`src/rtl/assert_macros.svh`:
```
// Assertion macros for the RTL files.
// No dependencies; the bodies are empty when SYNTHESIS is defined.
`ifndef ASSERT_MACROS_SVH
`define ASSERT_MACROS_SVH
`ifndef SYNTHESIS
// property must hold at every clock edge out of reset
`define DTA_ASSERT(label, clk, rst_n, prop) \
    label: assert property (@(posedge clk) disable iff (!rst_n) prop) \
        else $error("assertion failed");
// expression must never be true out of reset
`define DTA_NEVER(label, clk, rst_n, expr) \
    label: assert property (@(posedge clk) disable iff (!rst_n) !(expr)) \
        else $error("forbidden condition seen");
`else
`define DTA_ASSERT(label, clk, rst_n, prop)
`define DTA_NEVER(label, clk, rst_n, expr)
`endif
`endif

```
`src/rtl/dta_pkg.sv`:
```
// Shared types and constants of the detection/track associator.
// No dependencies.
package dta_pkg;

    localparam int COORD_W    = 12;
    localparam int CLASS_W    = 8;
    localparam int GAIN_W     = 16;
    localparam int MISS_W     = 8;
    localparam int GAIN_FRAC  = 15;
    localparam int TOL_W      = COORD_W + GAIN_W - GAIN_FRAC;
    localparam int KIND_W     = 2;
    localparam int OUT_ID_W   = 16;
    localparam int CFG_IDX_W  = 2;
    localparam int CFG_DATA_W = 16;

    localparam logic [KIND_W-1:0] KIND_TAG   = 2'd0;
    localparam logic [KIND_W-1:0] KIND_CARRY = 2'd1;
    localparam logic [KIND_W-1:0] KIND_DONE  = 2'd2;

    localparam logic [CFG_IDX_W-1:0] REG_GAIN_X     = 2'd0;
    localparam logic [CFG_IDX_W-1:0] REG_GAIN_Y     = 2'd1;
    localparam logic [CFG_IDX_W-1:0] REG_MAX_MISSED = 2'd2;

    typedef struct packed {
        logic [COORD_W-1:0] bottom;
        logic [COORD_W-1:0] right;
        logic [COORD_W-1:0] top;
        logic [COORD_W-1:0] left;
    } t_box;

    typedef struct packed {
        logic [CLASS_W-1:0] cls;
        t_box               box;
        logic [MISS_W-1:0]  missed;
    } t_slot;

    typedef struct packed {
        logic [KIND_W-1:0]   kind;
        logic [OUT_ID_W-1:0] id;
        logic [CLASS_W-1:0]  cls;
        t_box                box;
        logic                full;
        logic                last;
    } t_result;

endpackage

```
`src/rtl/dta_tol.sv`:
```
// Tolerance and center unit: floor(span * gain / 2^15) and floor((lo + hi) / 2).
// Depends on dta_pkg.
module dta_tol import dta_pkg::*; (
    input  logic [COORD_W-1:0] i_lo,
    input  logic [COORD_W-1:0] i_hi,
    input  logic [GAIN_W-1:0]  i_gain,
    output logic [TOL_W-1:0]   o_tol,
    output logic [COORD_W-1:0] o_center
);

    logic [COORD_W-1:0]        span;
    logic [COORD_W+GAIN_W-1:0] prod;
    logic [COORD_W:0]          sum;

    // inverted edges give a zero span
    assign span     = (i_hi >= i_lo) ? i_hi - i_lo : '0;
    assign prod     = (COORD_W+GAIN_W)'(span) * (COORD_W+GAIN_W)'(i_gain);
    assign o_tol    = prod[COORD_W+GAIN_W-1:GAIN_FRAC];
    assign sum      = (COORD_W+1)'(i_lo) + (COORD_W+1)'(i_hi);
    assign o_center = sum[COORD_W:1];

endmodule

```
`src/rtl/dta_mem.sv`:
```
// Track slot memory: one write port, one read port with registered data.
// No dependencies.
module dta_mem #(
    parameter int WIDTH = 80,
    parameter int DEPTH = 16,
    parameter int AW    = 4
) (
    input  logic             i_clk,
    input  logic             i_we,
    input  logic [AW-1:0]    i_waddr,
    input  logic [WIDTH-1:0] i_wdata,
    input  logic [AW-1:0]    i_raddr,
    output logic [WIDTH-1:0] o_rdata
);

    logic [WIDTH-1:0] r_mem [DEPTH];

    always_ff @(posedge i_clk) begin
        if (i_we) begin
            r_mem[i_waddr] <= i_wdata;
        end
        o_rdata <= r_mem[i_raddr];
    end

endmodule

```
`src/rtl/detection_track_associator.sv`:
```
// Detection: S_DTOL, then per slot S_DNEXT, plus S_DWAIT unless skipped, plus S_DCMP on a
// class match; a new track or full table then takes S_DNEW and S_OUT, a match only S_OUT.
// End of frame: S_ERD and S_ECHK per stored track, S_OUT per carried one, then S_EFIN, S_OUT.
// Output stalls hold the sequencer in its output state until the output register frees up.
// One transaction in flight; the slot scan through the single memory read port sets the pace.
// Reset (synchronous, active low) empties the table, sets the next id to 1, restores registers.
`include "assert_macros.svh"
module detection_track_associator import dta_pkg::*; #(
    parameter int TRACK_SLOTS = 16,
    parameter int ID_BITS     = 16
) (
    input  logic                  i_clk,
    input  logic                  i_rst_n,
    input  logic                  i_cfg_we,
    input  logic [CFG_IDX_W-1:0]  i_cfg_idx,
    input  logic [CFG_DATA_W-1:0] i_cfg_data,
    input  logic                  i_valid,
    output logic                  o_ready,
    input  logic                  i_mode,
    input  logic [CLASS_W-1:0]    i_class_index,
    input  logic [COORD_W-1:0]    i_left_x,
    input  logic [COORD_W-1:0]    i_top_y,
    input  logic [COORD_W-1:0]    i_right_x,
    input  logic [COORD_W-1:0]    i_bottom_y,
    output logic                  o_valid,
    input  logic                  i_ready,
    output logic [KIND_W-1:0]     o_kind,
    output logic [OUT_ID_W-1:0]   o_track_id,
    output logic [CLASS_W-1:0]    o_out_class,
    output logic [COORD_W-1:0]    o_out_left,
    output logic [COORD_W-1:0]    o_out_top,
    output logic [COORD_W-1:0]    o_out_right,
    output logic [COORD_W-1:0]    o_out_bottom,
    output logic                  o_table_full,
    output logic                  o_last
);

    localparam int SW    = (TRACK_SLOTS > 1) ? $clog2(TRACK_SLOTS) : 1;
    localparam int CW    = $clog2(TRACK_SLOTS + 1);
    localparam int SLOT_W = $bits(t_slot);
    localparam int ENT_W = ID_BITS + SLOT_W;
    localparam logic [CW-1:0]      FULL_CNT = CW'(TRACK_SLOTS);
    localparam logic [ID_BITS-1:0] ID_ONE   = ID_BITS'(1);
    localparam logic [ID_BITS-1:0] ID_MAX   = '1;

    typedef enum logic [3:0] {
        S_IDLE, S_DTOL, S_DNEXT, S_DWAIT, S_DCMP, S_DNEW,
        S_ERD, S_ECHK, S_EFIN, S_OUT
    } t_state;

    t_state                  r_state, r_ret;
    logic [GAIN_W-1:0]       r_gain_x, r_gain_y;
    logic [MISS_W-1:0]       r_max_missed;
    logic [CW-1:0]           r_count, r_idx, r_wr;
    logic [ID_BITS-1:0]      r_next_id, r_ent_id;
    logic [TRACK_SLOTS-1:0]  r_matched, r_new;
    logic [SW-1:0]           r_slot;
    logic [CLASS_W-1:0]      r_cls;
    t_box                    r_box;
    logic [TOL_W-1:0]        r_tx, r_ty, r_stx, r_sty;
    logic [COORD_W-1:0]      r_cx, r_cy, r_scx, r_scy;
    t_result                 r_res, r_out;
    logic                    r_ovalid;

    logic                    mem_we;
    logic [SW-1:0]           mem_waddr, mem_raddr;
    logic [ENT_W-1:0]        mem_wdata, mem_rdata;
    logic [ID_BITS-1:0]      rd_id;
    t_slot                   rd_slot;
    t_box                    tol_box;
    logic [TOL_W-1:0]        tol_x, tol_y, min_x, min_y;
    logic [COORD_W-1:0]      ctr_x, ctr_y, dx, dy;
    logic [CW-1:0]           idx_dec, idx_inc;
    logic [SW-1:0]           slot_dn, slot_up;
    logic                    hit, pend, drop;
    logic [MISS_W-1:0]       miss_inc;

    function automatic logic [OUT_ID_W-1:0] id_out(input logic [ID_BITS-1:0] v);
        logic [31:0] e;
        e = 32'(v);
        return e[OUT_ID_W-1:0];
    endfunction

    dta_mem #(.WIDTH(ENT_W), .DEPTH(TRACK_SLOTS), .AW(SW)) u_mem (
        .i_clk   (i_clk),
        .i_we    (mem_we),
        .i_waddr (mem_waddr),
        .i_wdata (mem_wdata),
        .i_raddr (mem_raddr),
        .o_rdata (mem_rdata)
    );

    // one tolerance unit per axis, shared between the detection box and slot boxes
    dta_tol u_tol_x (
        .i_lo(tol_box.left), .i_hi(tol_box.right), .i_gain(r_gain_x),
        .o_tol(tol_x), .o_center(ctr_x)
    );
    dta_tol u_tol_y (
        .i_lo(tol_box.top), .i_hi(tol_box.bottom), .i_gain(r_gain_y),
        .o_tol(tol_y), .o_center(ctr_y)
    );

    always_comb begin
        rd_id    = mem_rdata[ENT_W-1 -: ID_BITS];
        rd_slot  = t_slot'(mem_rdata[SLOT_W-1:0]);
        tol_box  = (r_state == S_DTOL) ? r_box : rd_slot.box;
        idx_dec  = r_idx - 1'b1;
        idx_inc  = r_idx + 1'b1;
        slot_dn  = idx_dec[SW-1:0];
        slot_up  = r_idx[SW-1:0];
        dx       = (r_cx >= r_scx) ? r_cx - r_scx : r_scx - r_cx;
        dy       = (r_cy >= r_scy) ? r_cy - r_scy : r_scy - r_cy;
        min_x    = (r_tx < r_stx) ? r_tx : r_stx;
        min_y    = (r_ty < r_sty) ? r_ty : r_sty;
        hit      = (TOL_W'(dx) <= min_x) && (TOL_W'(dy) <= min_y);
        pend     = !r_matched[slot_up] && !r_new[slot_up];
        drop     = pend && (rd_slot.missed > r_max_missed);
        miss_inc = (rd_slot.missed == '1) ? rd_slot.missed : rd_slot.missed + 1'b1;

        mem_raddr = (r_state == S_DNEXT) ? slot_dn : slot_up;
        mem_we    = 1'b0;
        mem_waddr = r_slot;
        mem_wdata = {r_ent_id, r_cls, r_box, MISS_W'(0)};
        case (r_state)
            S_DCMP: begin
                mem_we = hit;
            end
            S_DNEW: begin
                mem_we    = (r_count < FULL_CNT);
                mem_waddr = r_count[SW-1:0];
                mem_wdata = {r_next_id, r_cls, r_box, MISS_W'(0)};
            end
            S_ECHK: begin
                // compaction: surviving tracks move down to the write pointer
                mem_we    = !drop;
                mem_waddr = r_wr[SW-1:0];
                mem_wdata = {rd_id, rd_slot.cls, rd_slot.box,
                             pend ? miss_inc : rd_slot.missed};
            end
            default: begin
                mem_we = 1'b0;
            end
        endcase
    end

    always_ff @(posedge i_clk) begin
        if (!i_rst_n) begin
            r_state      <= S_IDLE;
            r_ret        <= S_IDLE;
            r_gain_x     <= GAIN_W'(26214);
            r_gain_y     <= GAIN_W'(26214);
            r_max_missed <= MISS_W'(10);
            r_count      <= '0;
            r_next_id    <= ID_ONE;
            r_matched    <= '0;
            r_new        <= '0;
            r_ovalid     <= 1'b0;
        end else begin
            if (i_cfg_we) begin
                case (i_cfg_idx)
                    REG_GAIN_X:     r_gain_x     <= i_cfg_data;
                    REG_GAIN_Y:     r_gain_y     <= i_cfg_data;
                    REG_MAX_MISSED: r_max_missed <= i_cfg_data[MISS_W-1:0];
                    default:        ;
                endcase
            end

            if (r_state == S_OUT && (!r_ovalid || i_ready)) begin
                r_ovalid <= 1'b1;
            end else if (i_ready) begin
                r_ovalid <= 1'b0;
            end

            case (r_state)
                S_IDLE: begin
                    if (i_valid) begin
                        r_cls <= i_class_index;
                        r_box <= '{bottom: i_bottom_y, right: i_right_x,
                                   top: i_top_y, left: i_left_x};
                        r_idx <= '0;
                        r_wr  <= '0;
                        if (!i_mode) begin
                            r_state <= S_DTOL;
                        end else if (r_count == '0) begin
                            r_state <= S_EFIN;
                        end else begin
                            r_state <= S_ERD;
                        end
                    end
                end
                S_DTOL: begin
                    r_tx    <= tol_x;
                    r_ty    <= tol_y;
                    r_cx    <= ctr_x;
                    r_cy    <= ctr_y;
                    r_idx   <= r_count;
                    r_state <= S_DNEXT;
                end
                S_DNEXT: begin
                    // newest first; tracks matched or born this frame are skipped
                    if (r_idx == '0) begin
                        r_state <= S_DNEW;
                    end else begin
                        r_idx  <= idx_dec;
                        r_slot <= slot_dn;
                        if (!r_matched[slot_dn] && !r_new[slot_dn]) begin
                            r_state <= S_DWAIT;
                        end
                    end
                end
                S_DWAIT: begin
                    if (rd_slot.cls != r_cls) begin
                        r_state <= S_DNEXT;
                    end else begin
                        r_ent_id <= rd_id;
                        r_stx    <= tol_x;
                        r_sty    <= tol_y;
                        r_scx    <= ctr_x;
                        r_scy    <= ctr_y;
                        r_state  <= S_DCMP;
                    end
                end
                S_DCMP: begin
                    if (hit) begin
                        r_matched[r_slot] <= 1'b1;
                        r_res   <= '{kind: KIND_TAG, id: id_out(r_ent_id), cls: r_cls,
                                     box: r_box, full: 1'b0, last: 1'b1};
                        r_ret   <= S_IDLE;
                        r_state <= S_OUT;
                    end else begin
                        r_state <= S_DNEXT;
                    end
                end
                S_DNEW: begin
                    if (r_count >= FULL_CNT) begin
                        r_res <= '{kind: KIND_TAG, id: '0, cls: r_cls,
                                   box: r_box, full: 1'b1, last: 1'b1};
                    end else begin
                        r_new[r_count[SW-1:0]] <= 1'b1;
                        r_count   <= r_count + 1'b1;
                        r_next_id <= (r_next_id == ID_MAX) ? ID_ONE : r_next_id + 1'b1;
                        r_res <= '{kind: KIND_TAG, id: id_out(r_next_id), cls: r_cls,
                                   box: r_box, full: 1'b0, last: 1'b1};
                    end
                    r_ret   <= S_IDLE;
                    r_state <= S_OUT;
                end
                S_ERD: begin
                    r_state <= S_ECHK;
                end
                S_ECHK: begin
                    r_idx <= idx_inc;
                    if (!drop) begin
                        r_wr <= r_wr + 1'b1;
                    end
                    if (pend && !drop) begin
                        r_res <= '{kind: KIND_CARRY, id: id_out(rd_id), cls: rd_slot.cls,
                                   box: rd_slot.box, full: 1'b0, last: 1'b0};
                        r_ret   <= (idx_inc >= r_count) ? S_EFIN : S_ERD;
                        r_state <= S_OUT;
                    end else begin
                        r_state <= (idx_inc >= r_count) ? S_EFIN : S_ERD;
                    end
                end
                S_EFIN: begin
                    r_count   <= r_wr;
                    r_matched <= '0;
                    r_new     <= '0;
                    r_res     <= '{kind: KIND_DONE, id: '0, cls: '0, box: '0,
                                   full: 1'b0, last: 1'b1};
                    r_ret     <= S_IDLE;
                    r_state   <= S_OUT;
                end
                S_OUT: begin
                    if (!r_ovalid || i_ready) begin
                        r_out   <= r_res;
                        r_state <= r_ret;
                    end
                end
                default: begin
                    r_state <= S_IDLE;
                end
            endcase
        end
    end

    assign o_ready      = (r_state == S_IDLE);
    assign o_valid      = r_ovalid;
    assign o_kind       = r_out.kind;
    assign o_track_id   = r_out.id;
    assign o_out_class  = r_out.cls;
    assign o_out_left   = r_out.box.left;
    assign o_out_top    = r_out.box.top;
    assign o_out_right  = r_out.box.right;
    assign o_out_bottom = r_out.box.bottom;
    assign o_table_full = r_out.full;
    assign o_last       = r_out.last;

    `DTA_NEVER(a_count_range, i_clk, i_rst_n, r_count > FULL_CNT)
    `DTA_NEVER(a_id_nonzero, i_clk, i_rst_n, r_next_id == '0)
    `DTA_ASSERT(a_busy_after_accept, i_clk, i_rst_n, (i_valid && o_ready) |=> !o_ready)

endmodule
```
`config.mk`:
```
export PLATFORM = sky130hd
export DESIGN_NAME = detection_track_associator
export DESIGN_NICKNAME = d
export VERILOG_FILES = /design/src/rtl/dta_pkg.sv /design/src/rtl/dta_tol.sv /design/src/rtl/dta_mem.sv /design/src/rtl/detection_track_associator.sv
export VERILOG_INCLUDE_DIRS = /design/src /design/src/rtl
export SDC_FILE = /design/constraint.sdc
export NUM_CORES = 2
export LEC_CHECK = 0
export ABC_AREA = 0
export ABC_CLOCK_PERIOD_IN_PS = 11800
export BUFFER_PORTS_ARGS = -buffer_cell sky130_fd_sc_hd__buf_2
export CAP_MARGIN = 40
export CELL_PAD_IN_SITES_DETAIL_PLACEMENT = 0
export CELL_PAD_IN_SITES_GLOBAL_PLACEMENT = 1
export CORE_ASPECT_RATIO = 1.75
export CORE_MARGIN = 5
export CORE_UTILIZATION = 54
export DETAILED_ROUTE_END_ITERATION = 10
export PLACE_DENSITY_LB_ADDON = 0.25
export SYNTH_ARGS = -nofsm -noshare
export SYNTH_HDL_FRONTEND = slang
export SYNTH_HIERARCHICAL = 1
export SYNTH_SLANG_ARGS = --single-unit
```
`constraint.sdc`:
```
create_clock -name i_clk -period 11.8 [get_ports i_clk]
set_input_delay 1.77 -clock i_clk [delete_from_list [all_inputs] [get_ports i_clk]]
set_output_delay 1.77 -clock i_clk [all_outputs]
set_load 0.01 [all_outputs]
```
; After elaboration in Yosys (flattened, before gate mapping)
; Memories as Yosys holds them, arrays and structs flattened. A register that Yosys moved wholly into a read port is not among the register bits.
; Cells that the tools add are included.
[word_totals]
regBits = 440
ram_bits = 1280
in_bits = 80
mem_count = 1
[classes]
n_addsub = 14
n_mul = 2
n_lt_le_gt_ge = 18
eq_ne = 22
mux = 59
n_bitwise = 5
reduce_logical = 43
[mem_list]
columns = memory, words, word_bits, rd, rd_clocked_by_memory_dff, wr, line_no
row1 = u_mem.r_mem, 16, 80, 1, 1, 1, dta_mem.sv:16  ; logic [WIDTH-1:0] r_mem [DEPTH];
[op_table]
columns = operator, count
row1 = one-hot mux 76 bit (4 select lines), 1
row2 = one-hot mux 80 bit (2 select lines), 1
row3 = 2-to-1 mux 76 bit, 2
row4 = 2-to-1 mux 74 bit, 1
row5 = subtractor 12 bit, 6
row6 = one-hot mux 16 bit (2 select lines), 2
row7 = multiplier 12 x 16 -> 28 bit, 2
row8 = greater-or-equal comparator 12 bit, 4
row9 = 2-to-1 mux 12 bit, 4
row10 = 2-to-1 mux 16 bit, 3
row11 = 2-to-1 mux 4 bit, 12
row12 = 2-to-1 mux 48 bit, 1
row13 = one-hot mux 4 bit (9 select lines), 1
row14 = bitwise OR 16 bit, 2
row15 = adder 12 x 12 -> 13 bit, 2
row16 = less-or-equal comparator 12 x 13 -> 1 bit, 2
row17 = less-than comparator 13 bit, 2
row18 = 2-to-1 mux 13 bit, 2
row19 = less-than comparator 4 x 5 -> 1 bit (second input constant), 4
row20 = 2-to-1 mux 5 bit, 4
row21 = one-hot mux 5 bit (2 select lines), 2
row22 = one-hot mux 5 bit (4 select lines), 1
row23 = AND reduction 3 bit, 6
row24 = adder 16 x 1 -> 16 bit (second input constant), 1
row25 = other kinds (41), 95

; Longest topological paths before layout
[depth]
depth_word = 9
depth_mapped = 34
depth_no_buf = 31

; Cells and area by module
; The synthesis kept the hierarchy.
[by_module_without_submodules]
columns = module, n_inst, cells_per_inst, area_each_um2, seq_area_each_um2
row1 = dta_mem, 1, 2054, 49422.4, 40038.4
row2 = detection_track_associator, 1, 1958, 21311.7, 12151.7
row3 = dta_tol (u_tol_x), 1, 874, 7214.4, 0.0
row4 = dta_tol (u_tol_y), 1, 867, 7089.3, 0.0

; Worst setup path after synthesis
; No wires, ideal clock.
[synth_timing]
path_type = register -> register
startpoint = register r_cx[0]
endpoint = memory u_mem.r_mem[0][0] (enable)
setup_time_ns = 0.616
arrival_time_ns = 9.999
t_required_ns = 11.184
slack_ns = 1.185
path_stages_with_launch = 22
n_path_buf = 0
cell_sequence = edfxtp_1 inv_1 ha_1 inv_1 fa_1 a211oi_2 o211ai_1 a211o_1 nand2_2 mux2_2 a211o_1 a221oi_2 xnor2_1 ha_1 a2111oi_0 a21boi_0 a21oi_1 o211ai_1 nand3_2 nand3b_1 or3b_2 nor3_1
[synth_between]
elab_chain_cells = 7
word_cells_on_any_way = 9
classes_between = add/sub (2) / order compare (2) / mux (4) / reduce/logical (1)
[synth_lines]
columns = item, line_no
row1 = from (decl), detection_track_associator.sv:61  ; logic [COORD_W-1:0] r_cx, r_cy, r_scx, r_scy;
row2 = from (signal assigned), detection_track_associator.sv:194  ; r_cx <= ctr_x;
row3 = subtractor 12 bit or greater-or-equal comparator 12 bit (tied branches), detection_track_associator.sv:111  ; dx = (r_cx >= r_scx) ? r_cx - r_scx : r_scx - r_cx;
row4 = 2-to-1 mux 12 bit (*), detection_track_associator.sv:111
row5 = less-or-equal comparator 12 x 13 -> 1 bit (*), detection_track_associator.sv:115  ; hit = (TOL_W'(dx) <= min_x) && (TOL_W'(dy) <= min_y);
row6 = logical AND 1 bit (*), detection_track_associator.sv:115
row7 = one-hot mux 1 bit (3 select lines) (*), detection_track_associator.sv:124  ; case (r_state)
row8 = net mem_we, detection_track_associator.sv:65  ; logic mem_we;
row9 = 2-to-1 mux 1 bit (*), dta_mem.sv:19  ; if (i_we) begin
row10 = 2-to-1 mux 1 bit (implied by the code) (*), dta_mem.sv:20  ; r_mem[i_waddr] <= i_wdata;
row11 = to (decl), dta_mem.sv:16
; The timed path passes the listed nets; every way through them passes the cells marked *.

==> impl_metrics.py <==
metrics = {
    "synthesis": {
        "synth_area_leaders": "edfxtp_1, mux4_2, fa_1",
        "yosysWarnings": 6,
        "synth.distinct_cells": 102,
        "synth-compound-area-share_pct": 5.359,
        "syn_inst": 5753,
        "synth_fa_ha_area_share_pct": 11.00,
        "yosys.area_share.simple_pct": 7.775,
        "ys_seq_area_share_pct": 61.37,
        "syn_avg_cell_area_um2": 14.78,
        "synth_ff_type": "edfxtp_1",
        "async_flop_share_pct": 0,
        "synth-edff-count": 1618,
        "synth_top_family_by_area": "adder cells",
        "ys_ff_latch": 1798,
        "muxShareOfSynthArea_pct": 9.777,
        "synth_area_mm2": 0.08504,
        "synthXorXnorAreaFrac_pct": 1.174,
        "synth_nets": 6409,
        "synth_top_area_cell": "edfxtp_1",
        "synth_top_area_share_pct": 57.14,
    },
    "clock_tree": {
        "cts_made_buffers": 162,
        "cts.path.max_buffers": 4,
        "h-tree-depth": 4,
        "cts_setup_buffers": 0,
        "cts.clk_slew.worst_paths_ns": 0.08,
        "cts.sinks": 1798,
        "holdBufCountCts": 0,
        "ctsResizeCount": 0,
        "clockRootBuffer": "clkbuf_16",
        "cts_tree": "built",
        "clock_latency_ns": 0.82,
    },
    "critical_path": {
        "worst-r2r-cell-count": 27,
        "required_ns": 12.35,
        "critPathMaxFanout": 49,
        "r2r_end": "r_sty[12]",
        "end_kind": "flop",
        "r2r_slack_ns": 1.78,
        "arrival_ns": 10.57,
        "crit_type": "reg -> reg",
        "slowest_stage": "and3_1",
        "reg2reg_from": "r_state[0]",
        "cpMostUsedCell": "fa_1",
        "cp-start-kind": "flop",
        "crit_path_max_incr_delay_ns": 0.80,
    },
    "global_route": {
        "grt_pass1_vias": 51180,
        "grt_start_max_net_pins": 134,
        "groute.usage.overall_pct": 26.73,
        "gr-total-overflow": 0,
        "grt_first_pass_wirelength_um": 328900,
        "antenna_found_initial": 9,
    },
    "placed_design": {
        "place.gp.congestion": 0.9022,
        "portBuffers": 157,
        "dpl.hpwl_um": 139600,
    },
    "flow_run": {
        "maxCapViolations": 0,
    },
    "drt": {
        "post_drt_wl_per_cell_um": 27.49,
        "drcViolationCount": 0,
        "first_pass_iters": 6,
        "ant_nets": 0,
        "wirelength_um": 222100,
        "vias_per_cell": 6.136,
        "drtIter0Drc": 4890,
        "vias": 49570,
    },
    "floorplanning": {
        "start_util_pct": 54.29,
        "row_count": 192,
        "io_pins": 158,
        "dieArea_mm2": 0.1658,
        "die_h_um": 535.0,
        "fp.dieW_um": 310.0,
        "core_mm2": 0.1566,
    },
    "timing": {
        "worstMarginPinSlew_ns": 0.9900,
        "finClkSkew_ns": 0.06152,
        "holdWs_ns": 0.4113,
        "maxSlewHeadroom_pct": 34.00,
        "period_share_pct": 84.89,
        "slew_viol_final": 0,
        "finalSetupViolCount": 0,
        "fin_crit_ns": 10.02,
        "fmax_ghz": 0.09983,
        "finalHoldViolCount": 0,
        "rsz0062_at_grt": "no",
        "setup-tns-final_ns": 0,
    },
    "hold_path": {
        "min_from": "r_res[14]",
        "hold_depth": 0,
        "min_to": "o_out_top[0]",
        "hold_path_class": "reg -> reg",
    },
    "final_layout": {
        "nets": 6572,
        "most-common-layout-cells": "edfxtp_1, nand2_1, inv_1, mux4_2, ha_1",
        "fill_cells": 12010,
        "drive_gt1_share_pct": 16.20,
        "final_common_cell": "edfxtp_1",
        "area_growth_pct": 10.22,
    },
    "status": {
        "status": "finished clean",
    },
}
-- worst max-delay path, delay by kind of cell (launching register included) --
family                     cells  cell delay, ns
muxes                          1            0.38
buffers and inverters          5            0.93
AOI/OAI and AO/OA              7            1.69
DFF                            1            0.53
and+or+nand+nor                7            2.82
adders and majority gates      7            3.38
-- cell type report --
| cell class | count | area, um^2 | share of cell area (%) |
|---|---|---|---|
| antenna | 5 | 12.51 | 0.01335 |
| clock buffer | 214 | 4487 | 4.787 |
| clock inverter | 71 | 659.4 | 0.7035 |
| inverter | 470 | 1774 | 1.893 |
| multi-input combinational | 3217 | 30060 | 32.07 |
| sequential | 1798 | 52190 | 55.68 |
| tap | 2037 | 2549 | 2.719 |
| timing repair buffer | 267 | 1999 | 2.133 |
-- registers in the layout, indices dropped and copies added (netlist names), 13 cells and up --
signal         cells
u_mem/r_mem     1280
u_mem/o_rdata     80
r_res             76
r_box             48
o_track_id        16
r_ent_id          16
r_gain_x          16
r_gain_y          16
r_matched         16
r_new             16
r_next_id         16
r_stx             13
r_sty             13
r_tx              13
r_ty              13
-- cells by family (layout without fill, tap and decap cells) --
kind of cell             count (synthesis)  after routing
AO/OA/AOI/OAI                          660            660
buffers and inverters                  738           1022
AND/OR/NAND/NOR                       1453           1453
multiplexers                           414            414
XOR/XNOR                               114            114
flip-flops                            1798           1798
adder cells (fa/ha/maj)                576            576
other                                    0              5
-- layer usage --
layer	wire [um]	GRT usage, %
met5	37	0
met4	8353	8.874
met3	14270	3.433
met2	115200	47.26
met1	84200	34.45
-- cell usage after synthesis (7+ instances only) --
cell type	count
edfxtp_1	1618
a22oi_1	201
mux2i_1	33
o31ai_1	7
a21oi_1	152
buf_2	55
o21ai_0	71
buf_6	20
o21bai_1	13
nand2b_1	20
and4_1	15
a22o_1	17
nor3_1	55
nand2_1	801
ha_1	290
nor4_1	14
or3_1	11
or2_2	7
buf_1	32
mux4_2	328
and3_1	28
clkbuf_1	154
a31oi_1	29
a211oi_1	9
and2_1	103
o21ai_1	7
mux2_2	53
fa_1	286
dfxtp_1	180
nand4_1	41
nand3b_1	8
nor2_1	205
inv_1	467
o21a_1	17
nand3_1	76
xnor2_1	68
xor2_1	46
nor2b_1	30
a211o_1	8
o211ai_1	14
a21o_1	39
-- worst max path at each step --
stage	start	to	slack (ns)	cells past startpoint
after global placement	r_state[0]	r_sty[12]	2.07	27
after floorplan	r_cx[0]	u_mem/r_mem[0][0]	1.18	21
final	r_state[0]	r_sty[12]	1.78	27
after detailed placement	r_state[0]	r_sty[12]	1.86	27
after CTS	r_state[0]	r_sty[12]	1.81	27
after global routing	r_state[0]	r_sty[12]	1.27	27
-- metrics by stage --
| step | instance area, um^2 | util, % | instances | setup WS, ns |
|---|---|---|---|---|
| final | 93730 | 59.84 | 8079 | 1.783 |
| after global routing | 93720 | 59.84 | 8076 | 1.275 |
| after CTS | 93710 | 59.83 | 8073 | 1.812 |
| after detailed placement | 88560 | 56.54 | 7788 | 1.858 |
| after global placement | 88150 | 56.28 | 7767 | 2.072 |
| after floorplan | 85040 | - | 5753 | 1.185 |
Power is left out: the tool's default activity adds up to more than one toggle a clock period on the data nets, which glitch-free logic cannot reach.
